### src/rtl/core/ps2_mouse_device_defines.svh
// ----------------------------------------------------------------------------
// PS/2 mouse device assertion macros
// Concurrent checks on clk, disabled while rst_n is low.
// ----------------------------------------------------------------------------
`ifndef PS2_MOUSE_DEVICE_DEFINES_SVH
`define PS2_MOUSE_DEVICE_DEFINES_SVH

// condition holds at every edge
`define PMD_ASSERT_ALWAYS(lbl, cond, msg) \
    lbl: assert property (@(posedge clk) disable iff (!rst_n) (cond)) else $error(msg);

// consequent in the same cycle
`define PMD_ASSERT_IMP(lbl, ante, cons, msg) \
    lbl: assert property (@(posedge clk) disable iff (!rst_n) (ante) |-> (cons)) \
        else $error(msg);

// consequent in the next cycle
`define PMD_ASSERT_NXT(lbl, ante, cons, msg) \
    lbl: assert property (@(posedge clk) disable iff (!rst_n) (ante) |=> (cons)) \
        else $error(msg);

`endif

### src/rtl/core/pmd_pkg.sv
// ----------------------------------------------------------------------------
// PS/2 mouse device package
// Shared widths, command codes, queue entry type and arithmetic helpers.
// ----------------------------------------------------------------------------
package pmd_pkg;

    localparam int ACC_BITS    = 12;
    localparam int DELTA_LIMIT = 255;
    localparam int DELTA_W     = 11;
    localparam int SUM_W       = ((ACC_BITS > DELTA_W) ? ACC_BITS : DELTA_W) + 1;
    localparam int RY_W        = ACC_BITS + 1;
    localparam int CLAMP_W     = $clog2(DELTA_LIMIT + 1) + 1;
    localparam int ACC_MAX     = (1 << (ACC_BITS - 1)) - 1;
    localparam int ACC_MIN     = -ACC_MAX - 1;
    localparam int MAX_OUT     = 28;
    localparam int CNT_W       = $clog2(MAX_OUT + 1);

    localparam int QDEPTH = 2;
    localparam int QPTR_W = $clog2(QDEPTH);

    typedef logic signed [ACC_BITS-1:0] acc_t;
    typedef logic signed [DELTA_W-1:0]  delta_t;
    typedef logic signed [RY_W-1:0]     wide_t;
    typedef logic signed [CLAMP_W-1:0]  clamp_t;

    localparam wide_t LIM_P = RY_W'(DELTA_LIMIT);
    localparam wide_t LIM_N = RY_W'(-DELTA_LIMIT);

    // item kinds (op field)
    localparam logic [1:0] KIND_MOTION = 2'd0;
    localparam logic [1:0] KIND_BUTTON = 2'd1;
    localparam logic [1:0] KIND_HOST   = 2'd2;
    localparam logic [1:0] KIND_NONE   = 2'd3;

    // host commands and response bytes
    localparam logic [7:0] CMD_SCALE11   = 8'hE6;
    localparam logic [7:0] CMD_SCALE21   = 8'hE7;
    localparam logic [7:0] CMD_SET_RES   = 8'hE8;
    localparam logic [7:0] CMD_STATUS    = 8'hE9;
    localparam logic [7:0] CMD_STREAM    = 8'hEA;
    localparam logic [7:0] CMD_READ_DATA = 8'hEB;
    localparam logic [7:0] CMD_REMOTE    = 8'hF0;
    localparam logic [7:0] CMD_GET_ID    = 8'hF2;
    localparam logic [7:0] CMD_SET_RATE  = 8'hF3;
    localparam logic [7:0] CMD_ENABLE    = 8'hF4;
    localparam logic [7:0] CMD_DISABLE   = 8'hF5;
    localparam logic [7:0] CMD_DEFAULTS  = 8'hF6;
    localparam logic [7:0] CMD_RESEND    = 8'hFE;
    localparam logic [7:0] CMD_RESET     = 8'hFF;

    localparam logic [7:0] RSP_ACK      = 8'hFA;
    localparam logic [7:0] RSP_RESEND   = 8'hFE;
    localparam logic [7:0] RSP_BAT_OK   = 8'hAA;
    localparam logic [7:0] RSP_ID       = 8'h00;
    localparam logic [7:0] PKT_B0_BASE  = 8'h08;
    localparam logic [1:0] DEF_RES      = 2'd2;
    localparam logic [7:0] DEF_RATE     = 8'd100;

    typedef struct packed {
        logic [1:0] kind;
        delta_t     dx;
        delta_t     dy;
        logic       which_button;
        logic       pressed;
        logic [7:0] host_byte;
    } pmd_item_t;

    function automatic acc_t acc_add(input acc_t a, input delta_t d);
        logic signed [SUM_W-1:0] s;
        s = SUM_W'(a) + SUM_W'(d);
        if (s > SUM_W'(ACC_MAX))
            return acc_t'(ACC_MAX);
        else if (s < SUM_W'(ACC_MIN))
            return acc_t'(ACC_MIN);
        else
            return acc_t'(s);
    endfunction

    function automatic clamp_t clamp_delta(input wide_t v);
        if (v > LIM_P)
            return clamp_t'(LIM_P);
        else if (v < LIM_N)
            return clamp_t'(LIM_N);
        else
            return clamp_t'(v);
    endfunction

endpackage

### src/rtl/core/pmd_front.sv
// ----------------------------------------------------------------------------
// PS/2 mouse device front end
// Accepts input beats, classifies them and queues them for the back end.
// ----------------------------------------------------------------------------
module pmd_front
    import pmd_pkg::*;
(
    input  logic      clk,
    input  logic      rst_n,
    input  logic      s_tvalid,
    output logic      s_tready,
    input  logic [31:0] s_tdata,   // delta_x[10:0], delta_y[21:11], which_button[22],
                                   // pressed[23], host_byte[31:24]
    input  logic [1:0] s_tuser,    // op[1:0]
    output pmd_item_t q_item,
    output logic      q_valid,
    input  logic      q_pop
);

    pmd_item_t         entry_reg [QDEPTH];
    logic [QPTR_W-1:0] wr_ptr_reg, wr_ptr_next;
    logic [QPTR_W-1:0] rd_ptr_reg, rd_ptr_next;
    logic [QPTR_W:0]   fill_reg, fill_next;
    logic              push;
    pmd_item_t         in_item;

    always_comb
    begin
        in_item.kind         = s_tuser;
        in_item.dx           = s_tdata[10:0];
        in_item.dy           = s_tdata[21:11];
        in_item.which_button = s_tdata[22];
        in_item.pressed      = s_tdata[23];
        in_item.host_byte    = s_tdata[31:24];
    end

    assign s_tready = (fill_reg != (QPTR_W+1)'(QDEPTH));
    assign push     = s_tvalid && s_tready;
    assign q_valid  = (fill_reg != '0);
    assign q_item   = entry_reg[rd_ptr_reg];

    always_comb
    begin
        wr_ptr_next = wr_ptr_reg;
        rd_ptr_next = rd_ptr_reg;
        fill_next   = fill_reg;
        if (push)
            wr_ptr_next = wr_ptr_reg + 1'b1;
        if (q_pop && q_valid)
            rd_ptr_next = rd_ptr_reg + 1'b1;
        if (push && !(q_pop && q_valid))
            fill_next = fill_reg + 1'b1;
        else if (!push && q_pop && q_valid)
            fill_next = fill_reg - 1'b1;
    end

    always_ff @(posedge clk or negedge rst_n)
    begin
        if (!rst_n)
        begin
            wr_ptr_reg <= '0;
            rd_ptr_reg <= '0;
            fill_reg   <= '0;
        end
        else
        begin
            wr_ptr_reg <= wr_ptr_next;
            rd_ptr_reg <= rd_ptr_next;
            fill_reg   <= fill_next;
        end
    end

    always_ff @(posedge clk)
    begin
        if (push)
            entry_reg[wr_ptr_reg] <= in_item;
    end

endmodule

### src/rtl/core/pmd_back.sv
// ----------------------------------------------------------------------------
// PS/2 mouse device back end
// Holds the device state, runs commands and sends bytes through an output register.
// ----------------------------------------------------------------------------
`include "ps2_mouse_device_defines.svh"

module pmd_back
    import pmd_pkg::*;
(
    input  logic       clk,
    input  logic       rst_n,
    input  pmd_item_t  q_item,
    input  logic       q_valid,
    output logic       q_pop,
    output logic       m_tvalid,
    input  logic       m_tready,
    output logic [7:0] m_tdata,   // out_byte[7:0]
    output logic       m_tuser,   // from_stream
    output logic       m_tlast    // last
);

    localparam logic [2:0] ST_IDLE = 3'd0;
    localparam logic [2:0] ST_RESP = 3'd1;
    localparam logic [2:0] ST_PKT0 = 3'd2;
    localparam logic [2:0] ST_PKT1 = 3'd3;
    localparam logic [2:0] ST_PKT2 = 3'd4;

    logic [2:0] state_reg, state_next;

    acc_t       pend_x_reg, pend_x_next;
    acc_t       pend_y_reg, pend_y_next;
    logic       chg_reg, chg_next;
    logic       left_reg, left_next;
    logic       right_reg, right_next;
    logic       rep_reg, rep_next;
    logic       remote_reg, remote_next;
    logic       scale_reg, scale_next;
    logic       await_reg, await_next;
    logic       is_rate_reg, is_rate_next;
    logic [1:0] res_reg, res_next;
    logic [7:0] rate_reg, rate_next;
    logic [7:0] last_sent_reg, last_sent_next;

    logic [7:0]       resp_reg [4];
    logic [7:0]       resp_next [4];
    logic [2:0]       len_reg, len_next;
    logic [1:0]       idx_reg, idx_next;
    logic             pkt_after_reg, pkt_after_next;
    logic             stream_reg, stream_next;
    logic [7:0]       b1_reg, b1_next, b2_reg, b2_next;
    logic [CNT_W-1:0] cnt_reg, cnt_next;

    logic       m_valid_reg, m_valid_next;
    logic [7:0] m_data_reg, m_data_next;
    logic       m_user_reg, m_user_next;
    logic       m_last_reg, m_last_next;

    logic       fire, emit, emit_last, more;
    logic [7:0] emit_byte;
    logic       emit_user;

    wide_t      rx, ry;
    clamp_t     cx, cy;
    logic [7:0] b0;
    logic [7:0] status;

    assign fire = !m_valid_reg || m_tready;
    assign q_pop = (state_reg == ST_IDLE) && q_valid;

    // another stream packet follows the byte now going out
    assign more = ((pend_x_reg != '0) || (pend_y_reg != '0) || chg_reg)
                  && rep_reg && !remote_reg
                  && (cnt_reg <= CNT_W'(MAX_OUT - 4));

    always_comb
    begin
        rx = RY_W'(pend_x_reg);
        ry = -(RY_W'(pend_y_reg));
        cx = clamp_delta(rx);
        cy = clamp_delta(ry);
        b0 = PKT_B0_BASE;
        b0[0] = left_reg;
        b0[1] = right_reg;
        b0[4] = cx[CLAMP_W-1];
        b0[5] = cy[CLAMP_W-1];
        b0[6] = (rx > LIM_P) || (rx < LIM_N);
        b0[7] = (ry > LIM_P) || (ry < LIM_N);
        status = {1'b0, remote_reg, rep_reg, scale_reg, 2'b00, right_reg, left_reg};
    end

    always_comb
    begin
        state_next     = state_reg;
        pend_x_next    = pend_x_reg;
        pend_y_next    = pend_y_reg;
        chg_next       = chg_reg;
        left_next      = left_reg;
        right_next     = right_reg;
        rep_next       = rep_reg;
        remote_next    = remote_reg;
        scale_next     = scale_reg;
        await_next     = await_reg;
        is_rate_next   = is_rate_reg;
        res_next       = res_reg;
        rate_next      = rate_reg;
        resp_next      = resp_reg;
        len_next       = len_reg;
        idx_next       = idx_reg;
        pkt_after_next = pkt_after_reg;
        stream_next    = stream_reg;
        b1_next        = b1_reg;
        b2_next        = b2_reg;
        cnt_next       = cnt_reg;
        emit           = 1'b0;
        emit_last      = 1'b0;
        emit_byte      = b0;
        emit_user      = stream_reg;

        unique case (state_reg)
            ST_IDLE:
            begin
                if (q_valid)
                begin
                    state_next     = ST_RESP;
                    len_next       = 3'd0;
                    idx_next       = 2'd0;
                    cnt_next       = '0;
                    pkt_after_next = 1'b0;
                    resp_next[0]   = RSP_ACK;
                    resp_next[1]   = RSP_ID;
                    resp_next[2]   = RSP_ID;
                    resp_next[3]   = RSP_ID;
                    unique case (q_item.kind)
                        KIND_MOTION:
                        begin
                            pend_x_next = acc_add(pend_x_reg, q_item.dx);
                            pend_y_next = acc_add(pend_y_reg, q_item.dy);
                        end
                        KIND_BUTTON:
                        begin
                            if (q_item.which_button)
                                right_next = q_item.pressed;
                            else
                                left_next = q_item.pressed;
                            chg_next = 1'b1;
                        end
                        KIND_HOST:
                        begin
                            len_next = 3'd1;
                            if (await_reg)
                            begin
                                await_next = 1'b0;
                                if (is_rate_reg)
                                    rate_next = q_item.host_byte;
                                else
                                    res_next = q_item.host_byte[1:0];
                            end
                            else
                            begin
                                unique case (q_item.host_byte)
                                    CMD_SCALE11: scale_next = 1'b0;
                                    CMD_SCALE21: scale_next = 1'b1;
                                    CMD_SET_RES:
                                    begin
                                        is_rate_next = 1'b0;
                                        await_next   = 1'b1;
                                    end
                                    CMD_SET_RATE:
                                    begin
                                        is_rate_next = 1'b1;
                                        await_next   = 1'b1;
                                    end
                                    CMD_STATUS:
                                    begin
                                        len_next     = 3'd4;
                                        resp_next[1] = status;
                                        resp_next[2] = {6'd0, res_reg};
                                        resp_next[3] = rate_reg;
                                    end
                                    CMD_STREAM:    remote_next = 1'b0;
                                    CMD_READ_DATA: pkt_after_next = 1'b1;
                                    CMD_REMOTE:    remote_next = 1'b1;
                                    CMD_GET_ID:    len_next = 3'd2;
                                    CMD_ENABLE:    rep_next = 1'b1;
                                    CMD_DISABLE:   rep_next = 1'b0;
                                    CMD_DEFAULTS, CMD_RESET:
                                    begin
                                        pend_x_next = '0;
                                        pend_y_next = '0;
                                        chg_next    = 1'b0;
                                        rep_next    = 1'b0;
                                        remote_next = 1'b0;
                                        scale_next  = 1'b0;
                                        await_next  = 1'b0;
                                        res_next    = DEF_RES;
                                        rate_next   = DEF_RATE;
                                        if (q_item.host_byte == CMD_RESET)
                                        begin
                                            len_next     = 3'd3;
                                            resp_next[1] = RSP_BAT_OK;
                                        end
                                    end
                                    CMD_RESEND:    resp_next[0] = last_sent_reg;
                                    default:       resp_next[0] = RSP_RESEND;
                                endcase
                            end
                        end
                        default: ;
                    endcase
                end
            end

            ST_RESP:
            begin
                if (len_reg == 3'd0)
                begin
                    stream_next = 1'b1;
                    state_next  = more ? ST_PKT0 : ST_IDLE;
                end
                else if (fire)
                begin
                    emit      = 1'b1;
                    emit_byte = resp_reg[idx_reg];
                    emit_user = 1'b0;
                    cnt_next  = cnt_reg + 1'b1;
                    if ({1'b0, idx_reg} == len_reg - 3'd1)
                    begin
                        if (pkt_after_reg)
                        begin
                            stream_next = 1'b0;
                            state_next  = ST_PKT0;
                        end
                        else
                        begin
                            stream_next = 1'b1;
                            emit_last   = !more;
                            state_next  = more ? ST_PKT0 : ST_IDLE;
                        end
                    end
                    else
                        idx_next = idx_reg + 1'b1;
                end
            end

            ST_PKT0:
            begin
                if (fire)
                begin
                    emit        = 1'b1;
                    emit_byte   = b0;
                    cnt_next    = cnt_reg + 1'b1;
                    b1_next     = cx[7:0];
                    b2_next     = cy[7:0];
                    pend_x_next = pend_x_reg - acc_t'(cx);
                    pend_y_next = pend_y_reg + acc_t'(cy);
                    chg_next    = 1'b0;
                    state_next  = ST_PKT1;
                end
            end

            ST_PKT1:
            begin
                if (fire)
                begin
                    emit       = 1'b1;
                    emit_byte  = b1_reg;
                    cnt_next   = cnt_reg + 1'b1;
                    state_next = ST_PKT2;
                end
            end

            ST_PKT2:
            begin
                if (fire)
                begin
                    emit        = 1'b1;
                    emit_byte   = b2_reg;
                    cnt_next    = cnt_reg + 1'b1;
                    emit_last   = !more;
                    stream_next = 1'b1;
                    state_next  = more ? ST_PKT0 : ST_IDLE;
                end
            end

            default: state_next = ST_IDLE;
        endcase
    end

    always_comb
    begin
        m_valid_next   = m_valid_reg;
        m_data_next    = m_data_reg;
        m_user_next    = m_user_reg;
        m_last_next    = m_last_reg;
        last_sent_next = last_sent_reg;
        if (emit)
        begin
            m_valid_next = 1'b1;
            m_data_next  = emit_byte;
            m_user_next  = emit_user;
            m_last_next  = emit_last;
            if (emit_byte != RSP_RESEND)
                last_sent_next = emit_byte;
        end
        else if (m_tready)
            m_valid_next = 1'b0;
    end

    always_ff @(posedge clk or negedge rst_n)
    begin
        if (!rst_n)
        begin
            state_reg     <= ST_IDLE;
            pend_x_reg    <= '0;
            pend_y_reg    <= '0;
            chg_reg       <= 1'b0;
            left_reg      <= 1'b0;
            right_reg     <= 1'b0;
            rep_reg       <= 1'b0;
            remote_reg    <= 1'b0;
            scale_reg     <= 1'b0;
            await_reg     <= 1'b0;
            is_rate_reg   <= 1'b0;
            res_reg       <= DEF_RES;
            rate_reg      <= DEF_RATE;
            last_sent_reg <= '0;
            m_valid_reg   <= 1'b0;
            cnt_reg       <= '0;
        end
        else
        begin
            state_reg     <= state_next;
            pend_x_reg    <= pend_x_next;
            pend_y_reg    <= pend_y_next;
            chg_reg       <= chg_next;
            left_reg      <= left_next;
            right_reg     <= right_next;
            rep_reg       <= rep_next;
            remote_reg    <= remote_next;
            scale_reg     <= scale_next;
            await_reg     <= await_next;
            is_rate_reg   <= is_rate_next;
            res_reg       <= res_next;
            rate_reg      <= rate_next;
            last_sent_reg <= last_sent_next;
            m_valid_reg   <= m_valid_next;
            cnt_reg       <= cnt_next;
        end
    end

    always_ff @(posedge clk)
    begin
        resp_reg      <= resp_next;
        len_reg       <= len_next;
        idx_reg       <= idx_next;
        pkt_after_reg <= pkt_after_next;
        stream_reg    <= stream_next;
        b1_reg        <= b1_next;
        b2_reg        <= b2_next;
        m_data_reg    <= m_data_next;
        m_user_reg    <= m_user_next;
        m_last_reg    <= m_last_next;
    end

    assign m_tvalid = m_valid_reg;
    assign m_tdata  = m_data_reg;
    assign m_tuser  = m_user_reg;
    assign m_tlast  = m_last_reg;

    `PMD_ASSERT_ALWAYS(a_cnt_cap, cnt_reg <= CNT_W'(MAX_OUT), "byte count past limit")
    `PMD_ASSERT_IMP(a_pop_idle, q_pop, state_reg == ST_IDLE, "queue popped while busy")
    `PMD_ASSERT_NXT(a_last_idle, emit && emit_last, state_reg == ST_IDLE,
                    "final beat not followed by idle")

endmodule

### src/rtl/core/ps2_mouse_device.sv
// ----------------------------------------------------------------------------
// PS/2 mouse device
// Top level: front end queue plus command and packet back end.
// ----------------------------------------------------------------------------
// Takes motion, button and host-byte beats on the s_ side and sends the bytes
// a PS/2 mouse would send toward the host on the m_ side, with tuser set on
// stream packet bytes and tlast on the final byte caused by each input beat.
// The front end accepts beats into a two-entry queue as long as it has room,
// so up to two beats are taken while the back end is busy. The back end works
// on one item at a time: it takes an item from the queue and updates state in
// IDLE, then sends each byte from the response or packet states (responses of
// up to four bytes, and three bytes per movement packet); an item that sends no
// response byte still passes through the response state. Bytes go out through a
// one-beat output register, and the back end stalls only while that register is
// full and m_tready is low.
module ps2_mouse_device
    import pmd_pkg::*;
(
    input  logic        clk,
    input  logic        rst_n,
    input  logic        s_tvalid,
    output logic        s_tready,
    input  logic [31:0] s_tdata,   // delta_x[10:0], delta_y[21:11], which_button[22],
                                   // pressed[23], host_byte[31:24]
    input  logic [1:0]  s_tuser,   // op[1:0]
    output logic        m_tvalid,
    input  logic        m_tready,
    output logic [7:0]  m_tdata,   // out_byte[7:0]
    output logic        m_tuser,   // from_stream
    output logic        m_tlast    // last
);

    pmd_item_t q_item;
    logic      q_valid;
    logic      q_pop;

    // front end: classify and queue
    pmd_front u_front
    (
        .clk      (clk),
        .rst_n    (rst_n),
        .s_tvalid (s_tvalid),
        .s_tready (s_tready),
        .s_tdata  (s_tdata),
        .s_tuser  (s_tuser),
        .q_item   (q_item),
        .q_valid  (q_valid),
        .q_pop    (q_pop)
    );

    // back end: device state, commands, packets
    pmd_back u_back
    (
        .clk      (clk),
        .rst_n    (rst_n),
        .q_item   (q_item),
        .q_valid  (q_valid),
        .q_pop    (q_pop),
        .m_tvalid (m_tvalid),
        .m_tready (m_tready),
        .m_tdata  (m_tdata),
        .m_tuser  (m_tuser),
        .m_tlast  (m_tlast)
    );

endmodule

### config.mk
export PLATFORM = sky130hd
export DESIGN_NAME = ps2_mouse_device
export DESIGN_NICKNAME = d
export VERILOG_FILES = /design/src/rtl/core/pmd_pkg.sv /design/src/rtl/core/pmd_front.sv /design/src/rtl/core/pmd_back.sv /design/src/rtl/core/ps2_mouse_device.sv
export VERILOG_INCLUDE_DIRS = /design/src /design/src/rtl/core
export SDC_FILE = /design/constraint.sdc
export NUM_CORES = 1
export LEC_CHECK = 0
export ABC_AREA = 1
export BUFFER_PORTS_ARGS = -buffer_cell sky130_fd_sc_hd__buf_4
export CAP_MARGIN = 0
export CORE_ASPECT_RATIO = 1.2
export CORE_UTILIZATION = 55
export DETAILED_ROUTE_END_ITERATION = 10
export PLACE_DENSITY = 0.72
export SETUP_SLACK_MARGIN = 0.3
export SLEW_MARGIN = 20
export SYNTH_ARGS = -nofsm -noshare
export SYNTH_HDL_FRONTEND = slang
export SYNTH_SLANG_ARGS = --single-unit
### constraint.sdc
create_clock -name clk -period 6.1 [get_ports clk]
set_clock_uncertainty 0.05 [all_clocks]
set_input_delay 0.305 -clock clk [delete_from_list [all_inputs] [get_ports clk]]
set_output_delay 0.305 -clock clk [all_outputs]
set_load 0.1 [all_outputs]
* Word level (Yosys, flattened, before mapping)
Memory sizes are Yosys's and may differ from the RTL's.
Index checks and enable logic that the tools add are counted.
W data, S select, Z words.
** Storage, ports and cells
- Bits in registers :: 128
- Latch bits :: 0
- Bits in writable memories :: 68
- Memory bits (read-only) :: 0
- Input bits :: 38
- Output and inout port bits :: 12
- Logic and storage cells :: 257
- Memories :: 1
** Cells by class
- $add $sub $neg :: 12
- $mul :: 0
- Divide/modulo/power cells :: 0
- $lt $le $gt $ge :: 10
- Equal/unequal tests :: 38
- Shift-type cells :: 0
- Muxes and demuxes :: 94
- Bitwise operators :: 5
- Reductions and logical operators :: 63
** Memory list
- u_front.entry_reg :: depth 2, width 34, read ports 1, clocked after memory_dff 0, write ports 1, line pmd_front.sv:20 : pmd_item_t entry_reg [QDEPTH];
** Operators by type and width (number)
- $mux W12 :: 10
- $eq A8 B8 Y1 const B :: 14
- $pmux W12 S2 :: 4
- $mux W8 :: 10
- $mux W9 :: 4
- $reduce_and A5 Y1 :: 7
- $pmux W8 S2 :: 2
- $mux W1 :: 27
- $add A12 B11 Y13 :: 2
- $gt A13 B12 Y1 const B :: 2
- $lt A13 B12 Y1 const B :: 2
- $mux W3 :: 8
- $pmux W8 S3 :: 1
- $reduce_bool A12 Y1 :: 2
- $mux W2 :: 11
- $reduce_bool A2 Y1 :: 11
- $pmux W1 S2 :: 9
- $reduce_and A6 Y1 :: 3
- $bmux W8 S2 :: 1
- $mux W5 :: 3
- $pmux W3 S5 :: 1
- $pmux W5 S3 :: 1
- $reduce_or A3 Y1 :: 5
- $gt A13 B9 Y1 const B :: 1
- other kinds (39) :: 81

* Depth between registers and ports, before layout
- Depth in word-level cells :: 12
- Depth in mapped cells :: 25
- Depth with buffers taken out :: 25

* Cells and area by module
Synthesis repeated with hierarchy kept, for this count alone.
** Second synthesis, totals
- Cell total of the unflattened synthesis :: 1318
- Area, all modules :: 11006.8 µm²
** Modules (own cells, without submodules)
- pmd_back :: times used 1, cells each 1110, area each 8285.4 µm², sequential area each 3193.1 µm²
- pmd_front :: times used 1, cells each 208, area each 2721.4 µm², sequential area each 2142.1 µm²

* Least setup slack after synthesis
OpenSTA, ideal clock, no wires.
- Kind :: register to register
- From :: register u_back.pend_y_reg[0]
- To :: register u_back.pend_y_reg[8]
- Library setup time :: 117 ps
- Arrival :: 3068 ps
- Required time :: 5933 ps
- Path slack :: 2865 ps
- Cell stages (with the launch flop) :: 22
- Buffers on the path :: 0
- Path through :: dfrtp_1 clkinv_1 ha_1 nand2_1 nor2_1 nand2_1 nor2_1 nor2_1 inv_2 nand2_2 nand3_1 ha_1 fa_1 nand3_1 nand2_1 nand2_1 o2111ai_1 xor2_1 a21oi_1 nand3_1 o21ai_1 inv_1
** On the way
- Longest elaborated chain between the ends :: 7
- Elaborated cells on any way between the ends :: 15
- Classes of those cells :: add/sub: 3; order compare: 4; mux: 8
** RTL lines
- from (decl) :: line pmd_back.sv:31 : acc_t pend_y_reg, pend_y_next;
- from (signal assigned) :: line pmd_back.sv:334 : pend_y_reg <= pend_y_next;
- $neg A12 Y13 (*) :: line pmd_back.sv:78 : ry = -(RY_W'(pend_y_reg));
- $lt A13 B9 Y1 :: line pmd_pkg.sv:82 : else if (v < LIM_N)
- $mux W9 :: line pmd_pkg.sv:82
- $mux W9 (*) :: line pmd_pkg.sv:80 : if (v > LIM_P)
- net u_back.cy[0] :: line pmd_back.sv:63 : clamp_t cx, cy;
- $add A12 B9 Y12 (*) :: line pmd_back.sv:255 : pend_y_next = pend_y_reg + acc_t'(cy);
- $mux W12 (*) :: line pmd_back.sv:247 : if (fire)
- $pmux W12 S2 (*) :: line pmd_back.sv:119 : unique case (state_reg)
Mark *: on every way through the listed nets, which the timed path passes. The rest lies on a longest branch. The select of a mux whose other input is x is not followed.
A chain may end at the register's enable or synchronous reset.

* Worst setup path after layout
- From :: register u_back.pend_y_reg[0]
- To :: register u_back.pend_y_reg[5]
The elaborated chain is that of the path after synthesis.

==> out/qor.yml <==
sta:
  fin_hold_ws_ns: 0.00825
  slew_viol_final: 0
  fin_crit_sh_pct: 64.8
  finalSetupViolations: 0
  rsz0062_at_grt: "false"
  worst_slew_pin_slew_ns: 1.04
  hold_viol: 0
  final.setup.tns_ns: 0
  fmax_mhz: 253
  setup_ws_ns: 2.15
  max-slew-margin-rel_pct: 30.6
  fin_crit_ns: 3.95
worst_setup_path:
  start_kind: "flop"
  r2r_cells: 22
  worst-setup-path-type: "reg -> reg"
  r2r_slack_ns: 2.15
  r2r-start: "u_back.pend_y_reg[0]$_DFFE_PN0P_"
  endpoint_kind: "flop"
  crit_fanout: 8
  r2r-end: "u_back.pend_y_reg[5]$_DFFE_PN0P_"
  cp.required_ns: 6.42
  worstPathArrival_ns: 4.28
yosys:
  ys_seq_area_share_pct: 48.0
  yosysWarningCount: 0
  yosysMostFrequentCell: "nand2_1"
  async_flop_share_pct: 33.5
  synth_area_mm2: 0.0111
  yosysTopAreaCellShare_pct: 33.7
  avgSynthCellArea_um2: 8.42
  synth_commonest_cells: "317 x nand2_1, 162 x nor2_1, 143 x inv_1, 125 x edfxtp_1, 111 x a21oi_1"
  synthTopCellsByArea: "edfxtp_1 34%, dfrtp_1 13%, nand2_1 11%"
  synthCells: 1322
  ys_seq_elements: 188
  syn_nets: 1418
  synth_largest_area_cell: "edfxtp_1"
  synth_cell_types: 49
  synth-edff-count: 125
  yosys_most_used_dff: "edfxtp_1"
clocking:
  numCtsBuffers: 17
  root_buffer: "clkbuf_16"
  tritoncts: "done"
  ctsHtreeMaxLevel: 4
  clock_latency_ns: 0.44
  clk_pin_slew_ns: 0.07
  cts-resized-gates: 0
  cts_hold_buf: 29
  ctsLongestPathBuffers: 2
  clock_sinks: 188
  post-cts-setup-buffers: 0
layout:
  final_util_pct: 64.5
  multi_input_area_mm2: 0.00509
  largest_reg_flops: 68
  register_area_mm2: 0.00534
  n_fill_cell: 1677
  finalNetCount: 1502
  drive_above_1_share_pct: 10.7
  diodes: 0
  area_delta_synth_final_pct: 14.1
grt:
  grt_pass1_vias: 8736
  grt_overflow: 0
  grtUsageTotal_pct: 26.4
  grt_pass1_wl_um: 42700
  antenna_found_initial: 0
  grt_max_degree: 64
run_status:
  status: "finished clean"
drt:
  first_iter_violations: 603
  firstDrtPassIters: 5
  vias_per_cell: 5.39
  wl_per_cell_um: 15.8
  ant_nets: 0
  drc_errors: 0
  via_count: 9055
  totalWireLength_um: 26500
die:
  core_mm2: 0.0197
  die-width_um: 132
  pin_count: 50
  start_util_pct: 56.5
  die-height_um: 158
  fp-row-count: 56
  die-area_mm2: 0.0208
place:
  pre_cts_ws_ns: 2.18
  port_buffers: 49
  dp_hpwl_um: 20100
  gp_congestion: 0.909
hold_path:
  holdPathEnd: "u_front.entry_reg[1][11]$_DFFE_PP_"
  min_path_type: "in -> reg"
  hp-start: "s_tdata[12]"
  whs_path_depth: 1
run:
  drv_cap: 0
-- per-stage QoR --
stage	instance area, um^2	instances
3_3_place_gp	11700	1615
2_1_floorplan	11100	1322
6_report	12700	1680
5_1_grt	12700	1680
4_1_cts	12600	1676
3_5_place_dp	11700	1615
-- kinds of logic after synthesis --
| logic type | after synthesis | synth area share [%] |
|---|---|---|
| mux | 4 | 0.371 |
| buf+inv | 176 | 6.40 |
| xor+xnor | 32 | 2.52 |
| fa+ha+maj | 58 | 6.79 |
| simple gates | 637 | 24.9 |
| compound gates | 227 | 11.1 |
| flops | 188 | 48.0 |
-- metal layers --
metal	GRT usage, %	part of all wire, %
met2	50.1	54
met4	11.2	3.3
met1	29.8	40
met3	3.43	3.1
met5	0	0
-- worst max-delay path: stages, from the launching register on --
cell and delay, ns:
dfrtp_1 0.48, clkinv_1 0.26, ha_1 0.29, nand2_1 0.12, nor2_1 0.08, nand2_1 0.11
nor2_1 0.07, nor2_1 0.39, nand2_1 0.22, inv_1 0.17, o21ai_0 0.14, ha_1 0.38
a21oi_1 0.17, nand2_1 0.12, nand2_1 0.10, nand2_1 0.05, a21oi_1 0.15, o21ai_0 0.09
a21oi_1 0.13, nor2_1 0.08, nand3_1 0.11, o21ai_0 0.08, inv_1 0.06
-- how the worst max path moves through the flow --
stage | from | to | slack (ns) | cells after the start
2_1_floorplan | u_back.pend_y_reg[0]$_DFFE_PN0P_ | u_back.pend_y_reg[8]$_DFFE_PN0P_ | 2.86 | 21
5_1_grt | u_back.pend_y_reg[0]$_DFFE_PN0P_ | u_back.pend_y_reg[5]$_DFFE_PN0P_ | 1.65 | 22
4_1_cts | u_back.pend_y_reg[0]$_DFFE_PN0P_ | u_back.pend_y_reg[5]$_DFFE_PN0P_ | 2.16 | 22
6_report | u_back.pend_y_reg[0]$_DFFE_PN0P_ | u_back.pend_y_reg[5]$_DFFE_PN0P_ | 2.15 | 22
3_5_place_dp | u_back.pend_y_reg[0]$_DFFE_PN0P_ | u_back.pend_y_reg[5]$_DFFE_PN0P_ | 2.18 | 22
3_3_place_gp | u_back.pend_y_reg[0]$_DFFE_PN0P_ | u_back.pend_y_reg[10]$_DFFE_PN0P_ | 2.25 | 19
-- layout make-up --
cell class / count / area share, %
repair buffers: 85 / 5.68
flip-flops and latches: 188 / 42.0
well taps: 261 / 2.57
clock inverters: 13 / 1.29
inverters: 156 / 4.61
multi-input cells: 958 / 40.1
clock buffers: 19 / 3.66
-- cell usage in the layout (no fill, tap or decap), types with 4 or more instances in the layout --
cell type and instances:
fa_1 4, nand2_2 6, o21ai_0 72, nand3_2 4
o22ai_1 5, nand4_1 12, o21ai_1 5, a21o_1 5
o21bai_1 4, inv_8 5, inv_1 143, or2_2 12
dfrtp_1 59, nor2_1 160, xor2_1 20, buf_4 52
a21oi_1 111, a31oi_1 5, xnor2_1 12, ha_1 54
nor3_1 13, edfxtp_1 125, dlygate4sd3_1 33, nand3_1 81
inv_2 12, nor2_2 10, nor2_4 9, clkbuf_16 18
nand2_1 317, a22oi_1 4, dfstp_2 4
Power is not shown: default switching activity piles up to over one toggle a cycle in this logic, so the estimate is an artifact.
